<file path="config.mk">
export PLATFORM = sky130hd
export DESIGN_NAME = bba_bitmap_store
export DESIGN_NICKNAME = d
export VERILOG_FILES = /design/src/rtl/core/bba_pkg.sv /design/src/rtl/core/bba_bitmap_store.sv
export SDC_FILE = /design/constraint.sdc
export NUM_CORES = 2
export LEC_CHECK = 0
export BUFFER_PORTS_ARGS = -buffer_cell sky130_fd_sc_hd__buf_2
export CAP_MARGIN = 15
export CORE_MARGIN = 4
export CORE_UTILIZATION = 49
export CTS_CLUSTER_DIAMETER = 120
export CTS_CLUSTER_SIZE = 24
export DETAILED_ROUTE_END_ITERATION = 8
export GPL_ROUTABILITY_DRIVEN = 1
export GPL_TIMING_DRIVEN = 0
export PLACE_DENSITY = 0.71
export SLEW_MARGIN = 15
export SYNTH_ARGS = -nofsm -noshare
export SYNTH_HDL_FRONTEND = slang
export SYNTH_SLANG_ARGS = --single-unit
</file>
<file path="constraint.sdc">
create_clock -name aclk -period 14.1 [get_ports aclk]
set_input_delay 2.82 -clock aclk [delete_from_list [all_inputs] [get_ports aclk]]
set_output_delay 2.82 -clock aclk [all_outputs]
set_load 0.005 [all_outputs]
</file>
<file path="src/rtl/core/bba_pkg.sv">
// Shared types and constants for the block bitmap allocator.
package bba_pkg;

    localparam int REG_W     = 13;
    localparam int BLK_W     = 12;
    localparam int CFG_IDX_W = 8;

    localparam logic [REG_W-1:0] FIRST_RESET = 13'd16;
    localparam logic [REG_W-1:0] LIMIT_RESET = 13'd4088;

    localparam logic [CFG_IDX_W-1:0] CFG_FIRST = 8'd0;
    localparam logic [CFG_IDX_W-1:0] CFG_LIMIT = 8'd1;

    localparam logic MODE_ALLOC = 1'b0;
    localparam logic MODE_FREE  = 1'b1;

    localparam logic [1:0] ST_OK           = 2'd0;
    localparam logic [1:0] ST_RANGE        = 2'd1;
    localparam logic [1:0] ST_ALREADY_FREE = 2'd2;
    localparam logic [1:0] ST_FULL         = 2'd3;

    // status of the word in the last stage of the first-free finder
    typedef struct packed {
        logic valid;
        logic hit;
        logic last;
    } bba_find_t;

endpackage

</file>
<file path="src/rtl/core/bba_bitmap_store.sv">
// Bitmap memory: one wide word per row, registered read, init sweep after reset.
module bba_bitmap_store import bba_pkg::*; #(
    parameter int BLOCK_COUNT = 4096,
    parameter int WB          = 256,
    parameter int AW          = 4
) (
    input  logic          aclk,
    input  logic          aresetn,
    input  logic          rd_en,
    input  logic [AW-1:0] rd_addr,
    input  logic          wr_en,
    input  logic [AW-1:0] wr_addr,
    input  logic [WB-1:0] wr_data,
    output logic          rd_valid,
    output logic [AW-1:0] rd_addr_q,
    output logic [WB-1:0] rd_data,
    output logic          init_busy
);

    localparam int WBB        = $clog2(WB);
    localparam int WORDS      = (BLOCK_COUNT + WB - 1) / WB;
    localparam int IW         = AW + WBB + 1;
    localparam int INIT_END_I = (int'(LIMIT_RESET) < BLOCK_COUNT) ? int'(LIMIT_RESET)
                                                                   : BLOCK_COUNT;
    localparam logic [IW-1:0] INIT_FIRST = IW'(FIRST_RESET);
    localparam logic [IW-1:0] INIT_END   = IW'(INIT_END_I);
    localparam logic [AW-1:0] LAST_ADDR  = AW'(WORDS - 1);

    logic [WB-1:0] mem [WORDS];

    logic          busy_reg, busy_next;
    logic [AW-1:0] init_addr_reg, init_addr_next;
    logic          rd_valid_reg;
    logic [AW-1:0] rd_addr_reg;
    logic [WB-1:0] rd_data_reg;
    logic [WB-1:0] init_word;

    // reset image: data region free, reserved blocks used
    always_comb begin
        for (int i = 0; i < WB; i++) begin
            init_word[i] = ({1'b0, init_addr_reg, WBB'(i)} >= INIT_FIRST) &&
                           ({1'b0, init_addr_reg, WBB'(i)} <  INIT_END);
        end
    end

    always_comb begin
        busy_next      = busy_reg;
        init_addr_next = init_addr_reg;
        if (busy_reg) begin
            init_addr_next = init_addr_reg + AW'(1);
            if (init_addr_reg == LAST_ADDR) begin
                busy_next = 1'b0;
            end
        end
    end

    always_ff @(posedge aclk) begin
        if (!aresetn) begin
            busy_reg      <= 1'b1;
            init_addr_reg <= '0;
            rd_valid_reg  <= 1'b0;
        end else begin
            busy_reg      <= busy_next;
            init_addr_reg <= init_addr_next;
            rd_valid_reg  <= rd_en;
        end
    end

    always_ff @(posedge aclk) begin
        if (busy_reg) begin
            mem[init_addr_reg] <= init_word;
        end else if (wr_en) begin
            mem[wr_addr] <= wr_data;
        end
        if (rd_en) begin
            rd_data_reg <= mem[rd_addr];
            rd_addr_reg <= rd_addr;
        end
    end

    assign rd_valid  = rd_valid_reg;
    assign rd_addr_q = rd_addr_reg;
    assign rd_data   = rd_data_reg;
    assign init_busy = busy_reg;

endmodule

</file>
==> impl_metrics.tcl <==
set metrics [dict create \
    outcome "complete, no violations" \
    synthTopCellsByArea "edfxtp_1 80%, mux4_2 12%, a22oi_1 2.8%" \
    grt_start_max_net_pins 82 \
    synth.avg_cell_area_um2 22.59 \
    worstRegToRegCells 11 \
    cp_data_required_time_ps 14730 \
    dp.cells 12384 \
    crit_arrival_ps 6820 \
    drt_iter0_markers 12122 \
    synth_flop_cell "edfxtp_1" \
    fp.dieH_um 585.6 \
    fmax_mhz 161.6 \
    syn_area_um2 163500 \
    hold_path_class "flop to flop" \
    maxCapViolCount 0 \
    cts.sinks 4362 \
    clock_latency_ps 950 \
    synth_most_common_cell "edfxtp_1" \
    slew_headroom 0.1286 \
    gp_congestion 0.7633 \
    min_period_ps 6189 \
    cpMostUsedCell "buf_12" \
    grt_pass1_wl_mm 608.2 \
    synth_edf_count 4356 \
    rsz0062_at_grt "false" \
    yosysSeqAreaShare 0.8008 \
    clock-root-buffer "clkbuf_16" \
    slew_viol_final 0 \
    cts_hold_buf 0 \
    area_growth_pct 11.85 \
    path_class "primary input to flop" \
    numCtsBuffers 207 \
    synthSimpleGateAreaFrac 0.01891 \
    synthCells 7238 \
    r2r-end "mem[0][142]$_DFFE_PP_" \
    design.core.area_um2 331300 \
    h-tree-depth 4 \
    first_pass_iters 7 \
    clk_pin_slew_ps 100 \
    drc 0 \
    vias_per_cell 6.353 \
    ir_drop_mv 0.1124 \
    synth.distinct_cells 34 \
    ant_nets 0 \
    crit_path_top_delay_cell "clkbuf_1" \
    layout-drive-gt1-share 0.2541 \
    path_buf_inv 8 \
    critical_path.top_delay_family "buffers and inverters" \
    crit_end "mem[0][142]$_DFFE_PP_" \
    overflow 0 \
    place_hpwl_mm 293.0 \
    n_fill_cell 23991 \
    worst_pin_slew_ps 1307 \
    cp.depth 12 \
    finClkSkew_ps 72.80 \
    ios 530 \
    wl_per_cell_um 34.39 \
    dieWidth_um 585.6 \
    synthAdderAreaFrac 0.0001531 \
    start_kind "primary input" \
    num_rows 211 \
    clockBufferDepth 4 \
    initial_core_util 0.4935 \
    postCtsSetupBuffers 0 \
    cpPeakStageDelay_ps 910 \
    synthTopCellsByCount "4356 x edfxtp_1, 850 x mux4_2, 599 x a22oi_1, 349 x mux2i_1, 261 x nand2_1" \
    yosys.area.top_type "edfxtp_1" \
    hold_viol 0 \
    nets 8497 \
    grt_pass1_vias 79929 \
    vias 80311 \
    synth_top_family_by_area "multiplexers" \
    io_buffers 529 \
    synthXorXnorAreaFrac 0.0001607 \
    synth_mux_area_frac 0.1385 \
    ys_ff_latch 4362 \
    yosys_warnings 0 \
    largest_reg_flops 4096 \
    critPathMaxFanout 24 \
    async_flop_share 0 \
    ctsResizeCount 0 \
    leakage_nw 56.53 \
    synth_nets 7508 \
    rr_startpoint "init_busy$_SDFF_PN1_" \
    multi_input_area_um2 30700 \
    final_util 0.5519 \
    layout.cells.non_filler 12642 \
    dieArea_um2 343000 \
    end_kind "flop" \
    final-setup-viol-count 0 \
    reg2reg_slack_ps 9520 \
    cp-startpoint "wr_en" \
    finalCritPeriodShare 0.4389 \
    antenna_found_initial 41 \
    final-seq-area_um2 130900 \
    grtUsageTotal 0.2513 \
    cts_tree "done" \
    synth_compound_area_frac 0.02929 \
    powerDensity_nw_per_um2 122.5 \
    crit_path_cell_trace "buf_2 > nor2b_1 > clkbuf_1 > nor3_1 > a31oi_1 > nor2_4 > buf_12 > buf_12 > buf_12 > buf_12 > buf_12 > buf_12" \
    synth_top_cell_area_share 0.8000 \
    wirelength_mm 434.8 \
]
[worst register-to-register path: cells and delay by family (launching register included)]
family / cells / cell delay, ps
buf+inv: 7 / 2180
simple gates: 3 / 810
compound gates: 1 / 860
flops: 1 / 370
[power by group]
part	total (W)	internal [W]	switching, W
Sequential	0.0144	0.0143	0.0000667
Combinational	0.00142	0.000517	0.000902
Clock	0.00660	0.00272	0.00388
Total	0.0224	0.0176	0.00485
[metal layers]
layer	part of all wire	vias to the layer above	routed length, µm	global-route usage
met5	0.000021	-	9	0
met4	0.037	2	15950	0.07942
met3	0.11	581	46300	0.04891
met2	0.47	4797	205700	0.3919
met1	0.38	42777	166900	0.3628
li1	-	32154	-	-
[cell type report]
| type | instances | area share |
|---|---|---|
| Clock inverter | 15 | 0.001382 |
| Inverter | 5 | 0.0001026 |
| Multi-Input combinational cell | 2469 | 0.1679 |
| Timing Repair Buffer | 780 | 0.04445 |
| Clock buffer | 221 | 0.02908 |
| Buffer | 402 | 0.01097 |
| Antenna cell | 22 | 0.0003011 |
| Sequential cell | 4362 | 0.7160 |
| Tap cell | 4366 | 0.02987 |
[cell families after synthesis]
group / after synthesis
DFF: 4362
and+or+nand+nor: 622
adders and majority gates: 2
buffers and inverters: 407
muxes: 1199
AOI/OAI and AO/OA: 643
xor gates and xnor gates: 3
[worst min-delay path by stage]
stage,startpoint,endpoint,slack [ps],cells past startpoint
final,init_addr_reg[3]$_SDFFE_PN0P_,init_busy$_SDFF_PN1_,630,3
after global routing,init_addr_reg[3]$_SDFFE_PN0P_,init_busy$_SDFF_PN1_,680,3
after CTS,init_addr_reg[3]$_SDFFE_PN0P_,init_busy$_SDFF_PN1_,620,3
after detailed placement,init_addr_reg[3]$_SDFFE_PN0P_,init_busy$_SDFF_PN1_,590,3
after global placement,init_addr_reg[1]$_SDFFE_PN0P_,init_addr_reg[1]$_SDFFE_PN0P_,570,2
after floorplan,init_addr_reg[3]$_SDFFE_PN0P_,init_busy$_SDFF_PN1_,540,3
[cells in the final DEF (no fill, tap or decap), types with 9 or more instances in the layout]
cell type     n
a21o_1       24
a22oi_1     599
buf_1        29
buf_12      190
buf_16       60
buf_2       654
buf_4        72
clkbuf_1    161
clkbuf_16   211
clkbuf_2     17
diode_2      22
edfxtp_1   4356
mux2i_1     349
mux4_2      850
nand2_1     261
nand2b_1    232
nand3_1      77
nor2_4       16
nor2b_1      13
o21ai_0       9
[through the flow]
stage               setup WS, ps  setup TNS, ps  area, µm²  power [W]  hold WS [ps]
floorplan                 -954.9       -3852580     163500    0.01546         539.2
global placement          -14960              -     171600    0.01625         567.6
detailed placement          7045              0     177200    0.01611         591.7
CTS                         8015              0     182800    0.02249         615.9
global route                7910              0     182800    0.02306         680.8
finish                      7911              0     182900    0.02240         628.4
No activity file was read; power rests on OpenSTA's default activity.
