===== src/rtl/core/bba_pkg.sv =====
// Shared types and constants for the block bitmap allocator.
package bba_pkg;

    localparam int REG_W     = 13;
    localparam int BLK_W     = 12;
    localparam int CFG_IDX_W = 8;

    localparam logic [REG_W-1:0] FIRST_RESET = 13'd16;
    localparam logic [REG_W-1:0] LIMIT_RESET = 13'd4088;

    localparam logic [CFG_IDX_W-1:0] CFG_FIRST = 8'd0;
    localparam logic [CFG_IDX_W-1:0] CFG_LIMIT = 8'd1;

    localparam logic MODE_ALLOC = 1'b0;
    localparam logic MODE_FREE  = 1'b1;

    localparam logic [1:0] ST_OK           = 2'd0;
    localparam logic [1:0] ST_RANGE        = 2'd1;
    localparam logic [1:0] ST_ALREADY_FREE = 2'd2;
    localparam logic [1:0] ST_FULL         = 2'd3;

    // status of the word in the last stage of the first-free finder
    typedef struct packed {
        logic valid;
        logic hit;
        logic last;
    } bba_find_t;

endpackage


===== src/rtl/core/bba_first_free.sv =====
// Pipelined lowest-free-bit finder over streamed bitmap words.
module bba_first_free import bba_pkg::*; #(
    parameter int WB = 256,
    parameter int AW = 4
) (
    input  logic                   aclk,
    input  logic                   aresetn,
    input  logic                   flush,
    input  logic                   in_valid,
    input  logic [AW-1:0]          in_addr,
    input  logic [WB-1:0]          in_data,
    input  logic [AW-1:0]          start_word,
    input  logic [AW-1:0]          last_word,
    input  logic [WB-1:0]          lo_mask,
    input  logic [WB-1:0]          hi_mask,
    output bba_find_t              find,
    output logic [AW-1:0]          hit_addr,
    output logic [$clog2(WB)-1:0]  hit_bit,
    output logic [WB-1:0]          hit_word
);

    localparam int WBB = $clog2(WB);
    localparam int NG  = WB / 8;
    localparam int NS  = WB / 64;

    // stage 1: region mask and 8-bit group encode
    logic [WB-1:0] masked;
    logic [NG-1:0] grp_nz;
    logic [2:0]    grp_idx [NG];

    logic          s1_valid_reg;
    logic          s1_last_reg;
    logic [AW-1:0] s1_addr_reg;
    logic [WB-1:0] s1_word_reg;
    logic [NG-1:0] s1_nz_reg;
    logic [2:0]    s1_idx_reg [NG];

    // stage 2: 64-bit super-group encode
    logic [NS-1:0] sup_nz;
    logic [5:0]    sup_idx [NS];

    logic          s2_valid_reg;
    logic          s2_last_reg;
    logic [AW-1:0] s2_addr_reg;
    logic [WB-1:0] s2_word_reg;
    logic [NS-1:0] s2_nz_reg;
    logic [5:0]    s2_idx_reg [NS];

    logic           hit;
    logic [WBB-1:0] bit_sel;

    always_comb begin
        masked = in_data;
        if (in_addr == start_word) begin
            masked = masked & lo_mask;
        end
        if (in_addr == last_word) begin
            masked = masked & hi_mask;
        end
        for (int g = 0; g < NG; g++) begin
            grp_nz[g]  = |masked[g*8 +: 8];
            grp_idx[g] = 3'd0;
            for (int j = 7; j >= 0; j--) begin
                if (masked[g*8 + j]) begin
                    grp_idx[g] = 3'(j);
                end
            end
        end
    end

    always_comb begin
        for (int s = 0; s < NS; s++) begin
            sup_nz[s]  = 1'b0;
            sup_idx[s] = 6'd0;
            for (int k = 7; k >= 0; k--) begin
                if (s1_nz_reg[s*8 + k]) begin
                    sup_nz[s]  = 1'b1;
                    sup_idx[s] = {3'(k), s1_idx_reg[s*8 + k]};
                end
            end
        end
    end

    always_comb begin
        hit     = 1'b0;
        bit_sel = '0;
        for (int s = NS - 1; s >= 0; s--) begin
            if (s2_nz_reg[s]) begin
                hit     = 1'b1;
                bit_sel = WBB'(s * 64) | WBB'(s2_idx_reg[s]);
            end
        end
    end

    always_ff @(posedge aclk) begin
        if (!aresetn) begin
            s1_valid_reg <= 1'b0;
            s2_valid_reg <= 1'b0;
        end else begin
            s1_valid_reg <= in_valid && !flush;
            s2_valid_reg <= s1_valid_reg && !flush;
        end
    end

    always_ff @(posedge aclk) begin
        s1_last_reg <= (in_addr == last_word);
        s1_addr_reg <= in_addr;
        s1_word_reg <= in_data;
        s1_nz_reg   <= grp_nz;
        for (int g = 0; g < NG; g++) begin
            s1_idx_reg[g] <= grp_idx[g];
        end
        s2_last_reg <= s1_last_reg;
        s2_addr_reg <= s1_addr_reg;
        s2_word_reg <= s1_word_reg;
        s2_nz_reg   <= sup_nz;
        for (int s = 0; s < NS; s++) begin
            s2_idx_reg[s] <= sup_idx[s];
        end
    end

    assign find.valid = s2_valid_reg;
    assign find.hit   = hit;
    assign find.last  = s2_last_reg;
    assign hit_addr   = s2_addr_reg;
    assign hit_bit    = bit_sel;
    assign hit_word   = s2_word_reg;

endmodule


===== config.mk =====
export PLATFORM = sky130hd
export DESIGN_NAME = bba_first_free
export DESIGN_NICKNAME = d
export VERILOG_FILES = /design/src/rtl/core/bba_pkg.sv /design/src/rtl/core/bba_first_free.sv
export SDC_FILE = /design/constraint.sdc
export NUM_CORES = 1
export LEC_CHECK = 0
export ABC_AREA = 1
export ABC_CLOCK_PERIOD_IN_PS = 1610
export BUFFER_PORTS_ARGS = -buffer_cell sky130_fd_sc_hd__buf_2
export CAP_MARGIN = 20
export CORE_AREA = 2 2 412 414
export DETAILED_ROUTE_END_ITERATION = 16
export DIE_AREA = 0 0 414 416
export PLACE_DENSITY_LB_ADDON = 0.05
export SYNTH_ARGS = -nofsm -noshare
export SYNTH_HDL_FRONTEND = slang
export SYNTH_SLANG_ARGS = --single-unit

===== constraint.sdc =====
create_clock -name aclk -period 1.61 [get_ports aclk]
set_input_delay 0.0805 -clock aclk [delete_from_list [all_inputs] [get_ports aclk]]
set_output_delay 0.0805 -clock aclk [all_outputs]
set_load 0.01 [all_outputs]

==> flow_summary.json, run 1 <==
{
  "post-dp-hpwl_um": 108000,
  "insertion_delay_ns": 0.71,
  "drv_slew": 0,
  "post-place-ws_ns": -0.893,
  "outcome": "complete, but fails checks",
  "first_iter_violations": 828,
  "chipHeight_um": 416,
  "max_stage_delay_ns": 0.36,
  "worstPathRequired_ns": 1.53,
  "port_buffers": 1054,
  "maxClockFrequency_mhz": 525,
  "ios": 1055,
  "cts.htree.levels": 3,
  "use_met3": 0.0358,
  "synthArstFlopShare": 0,
  "antenna_left": 0,
  "area_growth_pct": 105,
  "routabilityCongestion": 0.834,
  "final_util": 0.266,
  "critPathKind": "reg2out",
  "setup-violations-final": 9,
  "grt_use_total": 0.151,
  "hold_path.class": "in2reg",
  "synth_nets": 3040,
  "cts_tree": "built",
  "maxCapViolCount": 0,
  "synthTopCellsByArea": "dfxtp_1, nand2_1, nand3_1",
  "ys_top_cells_by_count": "dfxtp_1, nand2_1, inv_1, nand3_1, o21ai_0",
  "drc": 0,
  "hold-worst-slack_ns": -0.0298,
  "ys_warn_count": 0,
  "relSlewSlack": 0.520,
  "rows": 151,
  "cts_root_buf": "clkbuf_16",
  "finalCriticalPeriod_ns": 1.91,
  "vias": 24300,
  "use_met1": 0.177,
  "cp_common_cell": "buf_6",
  "finalCritPeriodShare": 1.18,
  "nets": 5300,
  "initial_utilization": 0.130,
  "powerDensity_mw_per_mm2": 1030,
  "grt_max_degree": 42,
  "synth_most_common_cell": "dfxtp_1",
  "ys_seq_area_frac": 0.623,
  "worst-path-buf-inv": 3,
  "vias_per_cell": 3.56,
  "cts_buffers": 92,
  "peakVddDrop_uv": 698,
  "power_leakage_nw": 20.3,
  "rsz0062_at_grt": "true",
  "grt_use_met2": 0.269,
  "first_pass_iters": 5,
  "cts_buffer_depth": 3,
  "die_x_um": 414,
  "violations": "negative hold slack, negative setup slack",
  "synth_top_area_frac": 0.623,
  "crit_fanout": 7,
  "setup_slack_ns": -0.296,
  "yosys.area.top_type": "dfxtp_1",
  "top_usage_layer": "met2",
  "syn_inst": 2256,
  "slowest_stage": "dfxtp_4",
  "synth_cell_types": 31,
  "wirelength_um": 135000,
  "cp_data_arrival_time_ns": 1.83,
  "coreArea_mm2": 0.168,
  "tightest_slew_ns": 0.712,
  "avgSynthCellArea_um2": 9.68,
  "synthFlopType": "dfxtp_1",
  "synth-seq-cells": 680,
  "grt_pass1_wl_um": 187000,
  "synthesis.area_mm2": 0.0218,
  "avgRoutedWirePerCell_um": 19.8,
  "cp_top_family": "buffers and inverters",
  "clock_skew_ns": 0.0293,
  "end_kind": "output port",
  "die_area_mm2": 0.172,
  "drive_gt1_frac": 0.375,
  "antenna_found_initial": 37,
  "hold_viol_final": 2,
  "globalRouteOverflowTotal": 0,
  "synth_edf_count": 0,
  "grt_pass1_vias": 26500,
  "worstSetupStartpointType": "register",
  "path_clk_slew_ns": 0.06,
  "crit_chain": "buf_6 -> a21oi_4 -> nand2_4 -> o21ai_2 -> o21ai_1 -> buf_4 -> buf_6",
  "clkSinkCount": 680
}
path summary, 6_finish.rpt:
check / startpoint / to / slack, ns / cells past startpoint
worst max-delay path: s2_nz_reg[2] / hit_bit[5] / -0.30 / 7
worst min-delay path: hi_mask[224] / s1_nz_reg[28] / -0.03 / 5
worst max register to register: s1_nz_reg[6] / s2_idx_reg[0][2] / 0.05 / 10
worst min register to register: s1_word_reg[176] / hit_word[176] / 0.31 / 0
cells in the final DEF (no fill, tap or decap), drive strengths merged, types with 12 or more instances in the layout:
cell type    Yosys  layout
buf             61    1346
dlygate4sd3      0     892
dfxtp          680     680
nand2          406     406
inv            195     196
o21ai          192     192
nand3          159     159
clkbuf          14     134
nor2           127     127
a21oi          104     104
o221ai          96      96
nand3b          64      64
nor3            44      44
or2             37      37
nand4           32      32
clkinv           4      30
o21a            23      23
diode            0      15
o211ai          12      12
through the flow:
step | area, um^2 | setup TNS, ns | cells | power (mW) | hold WS, ns
6_report | 44700 | -2.21 | 6825 | 46.0 | -0.0298
5_1_grt | 44700 | -3.62 | 6823 | 48.3 | 0.00398
4_1_cts | 44100 | -5.69 | 6802 | 47.0 | 0.000563
3_5_place_dp | 31900 | -59.21 | 5727 | 23.6 | 0.197
3_3_place_gp | 31900 | -59.98 | 5727 | 23.6 | 0.196
2_1_floorplan | 21800 | 0 | 2256 | 20.1 | 0.108
repair_timing:
| action | in CTS | in global routing |
|---|---|---|
| hold buffers | 899 | 35 |
| gates resized for setup | 78 | 122 |
| pin swaps | 16 | 50 |
| endpoints found under the hold margin | 390 | 74 |
| buffers inserted | 6 | 17 |
| cloned | 0 | 3 |
| setup endpoints to repair | 24 | 108 |
layout make-up:
type,count,area (um^2)
Multi-Input combinational cell,1302,7410
Inverter,199,762
Sequential cell,680,13600
Timing Repair Buffer,2241,17000
Tap cell,2218,2780
Clock buffer,131,2630
Antenna cell,15,37.5
Clock inverter,39,478
Fill cell,18367,123000
cells by family (layout without fill, tap and decap cells):
family,after synthesis,after routing,synth area share
and+or+nand+nor,872,872,0.189
DFF,680,680,0.623
AOI/OAI and AO/OA,430,430,0.134
buffers and inverters,274,2610,0.0546
other,0,15,0
power breakdown:
group | internal (mW) | switching, mW
combinational | 3.70 | 3.38
clock | 12.4 | 8.50
sequential | 17.8 | 0.265
total | 33.9 | 12.1
layer usage:
| layer | part of all wire | wire (um) |
|---|---|---|
| met5 | 0.00065 | 88 |
| met4 | 0.024 | 3300 |
| met3 | 0.056 | 7550 |
| met1 | 0.42 | 56500 |
| met2 | 0.50 | 67800 |
worst reg2reg max path, delay by kind of cell, from the launching register on:
family          cells  cell delay [ns]
buf+inv             2             0.28
simple gates        2             0.14
flops               1             0.37
compound gates      6             0.66
(Power assumes the default switching activity.)
==> inputs of run 2 (changes only) <==
Settings changed: ABC_CLOCK_PERIOD_IN_PS 1610 to 1900, GPL_TIMING_DRIVEN set to 0.
Clock period 1.61 ns to 1.9 ns, I/O delays scaled along.
==> run 2 against run 1 <==
The run ends with negative setup slack left. Sequential share of layout area increased by 1.7 points. Sequential power decreased by 15%. Clock-buffer cell count increased by 9. Critical endpoint is now hit_bit[4]. Wire length rose by 12%. Clock skew fell by 0.00068 ns. Final area down 5.4%. Setup slack better by 0.25 ns. Via count decreased by 2.2%. Cell count decreased by 3.4%.
==> flow_summary.json, run 2 (same netlist as run 1, synthesis figures left out) <==
{
  "rsz0062_at_grt": "true",
  "hold_path.class": "in2reg",
  "seqCellArea_mm2": 0.0136,
  "final_cells": 6596,
  "r2r_end": "s2_idx_reg[2][2]",
  "final_common_cell": "buf_2",
  "grt_max_degree": 12,
  "hold_viol_final": 0,
  "die_x_um": 414,
  "cp_top_family": "flip-flops",
  "rrSetupSlack_ns": 0.24,
  "violations": "negative setup slack",
  "setup-violations-final": 2,
  "final_util": 0.251,
  "grt_pass1_wl_um": 204000,
  "final_cell_area_mm2": 0.0423,
  "worstReg2RegStart": "s1_nz_reg[22]",
  "globalRouteOverflowTotal": 0,
  "worstSetupStartpointType": "register",
  "insertion_delay_ns": 0.72,
  "routabilityCongestion": 0.792,
  "fillers": 18467,
  "place_area_mm2": 0.0300,
  "first_iter_violations": 1023,
  "tightest_slew_ns": 1.06,
  "maxClockFrequency_mhz": 513,
  "maxCapViolCount": 0,
  "final_cell_mix": "buf_2, dlygate4sd3_1, dfxtp_1",
  "path_clk_slew_ns": 0.06,
  "reg2reg_depth": 9,
  "grt_pass1_vias": 25559,
  "end_kind": "output port",
  "post-place-ws_ns": -1.66,
  "rows": 151,
  "antenna_left": 0,
  "worstPathRequired_ns": 1.80,
  "ios": 1055,
  "cp.depth": 6,
  "top_layer": "met5",
  "cts_buffer_depth": 3,
  "worst-path-buf-inv": 2,
  "outcome": "complete, but fails checks",
  "grt_use_total": 0.172,
  "cts.htree.levels": 3,
  "drive_gt1_frac": 0.328,
  "power_leakage_nw": 19.0,
  "drv_slew": 0,
  "finalCriticalPeriod_ns": 1.95,
  "crit_chain": "buf_4 -> a21oi_2 -> nand2_2 -> o21ai_1 -> o21ai_1 -> buf_4",
  "met3_length_um": 7950,
  "vias_per_cell": 3.60,
  "critPathKind": "reg2out",
  "setup_tns_ns": -0.0848,
  "relSlewSlack": 0.290,
  "chipHeight_um": 416,
  "crit_end": "hit_bit[4]",
  "multiInputGateArea_mm2": 0.00715,
  "die_area_mm2": 0.172,
  "wirelength_um": 151000,
  "area_growth_pct": 93.4,
  "antenna_found_initial": 37,
  "slowest_stage": "dfxtp_4",
  "cp_data_arrival_time_ns": 1.85,
  "cts_buffers": 90,
  "avgRoutedWirePerCell_um": 22.9,
  "drt-met1-wl_um": 64400,
  "dp_cells": 5533,
  "setup_slack_ns": -0.0482,
  "crit_fanout": 7,
  "max_stage_delay_ns": 0.39,
  "min_path_cells": 6,
  "peakVddDrop_uv": 652,
  "powerDensity_mw_per_mm2": 911,
  "critPathLaunch": "s2_nz_reg[2]",
  "nets": 5079,
  "first_pass_iters": 7,
  "post-dp-hpwl_um": 120000,
  "clock_skew_ns": 0.0286,
  "drc": 0,
  "finalCritPeriodShare": 1.03,
  "vias": 23755,
  "initial_utilization": 0.130,
  "min_from": "lo_mask[222]",
  "wl_met2_um": 75800,
  "cts_root_buf": "clkbuf_16",
  "clkSinkCount": 680,
  "hold-worst-slack_ns": 0.0564,
  "coreArea_mm2": 0.168,
  "port_buffers": 1054,
  "total_power_mw": 38.5,
  "cts_tree": "built"
}
[run 2: cell types whose count changed in the layout (fill, tap and decap cells not counted), moves of 8 or more]
cell,delta
dfxtp_1,+11
dfxtp_2,-8
buf_2,+19
clkbuf_1,+12
o21ai_0,+41
clkinv_2,-11
buf_12,-22
buf_4,-229
o21ai_1,-24
nor2_1,+9
o21ai_2,-17
[run 2: worst min-delay path by stage]
stage / to / slack (ns)
finish: s1_nz_reg[27] / 0.06
global route: s1_word_reg[47] / 0.002
CTS: s1_nz_reg[27] / 0.0006
detailed placement: s1_word_reg[124] / 0.21
global placement: s1_word_reg[124] / 0.21
floorplan: s1_addr_reg[0] / 0.12
[run 2: cell type report]
type	instances	share of cell area
repair buffers	1955	0.340
flip-flops and latches	680	0.322
multi-input cells	1302	0.169
well taps	2218	0.0657
clock buffers	140	0.0650
inverters	199	0.0180
plain buffers	67	0.0125
clock inverters	21	0.00637
diodes	14	0.000829
[run 2: routing by layer]
| metal | vias up | GRT usage |
|---|---|---|
| met1 | 11132 | 0.207 |
| met2 | 753 | 0.307 |
| met5 | - | 0 |
| met4 | 8 | 0.0362 |
| met3 | 169 | 0.0410 |
| li1 | 11693 | - |
[run 2: worst register-to-register path, delay by kind of cell, from the launching register on]
kind / cells / cell delay (ns)
and+or+nand+nor: 3 / 0.21
buffers and inverters: 1 / 0.12
DFF: 1 / 0.34
AOI/OAI and AO/OA: 5 / 0.85
[run 2: power breakdown]
part           internal, mW  total, mW  switching [mW]
clock                  10.7       17.6            6.89
sequential             15.1       15.3           0.214
combinational          2.67       5.67            3.00
total                  28.4       38.5            10.1
[run 2: repair_timing]
item | CTS | global route
hold buffers | 886 | 0
pin swaps | 9 | 12
hold endpoints to repair | 390 | 0
resized for setup | 53 | 64
setup endpoints to repair | 137 | 98
buffers inserted | 6 | 5
gates cloned | 0 | 0
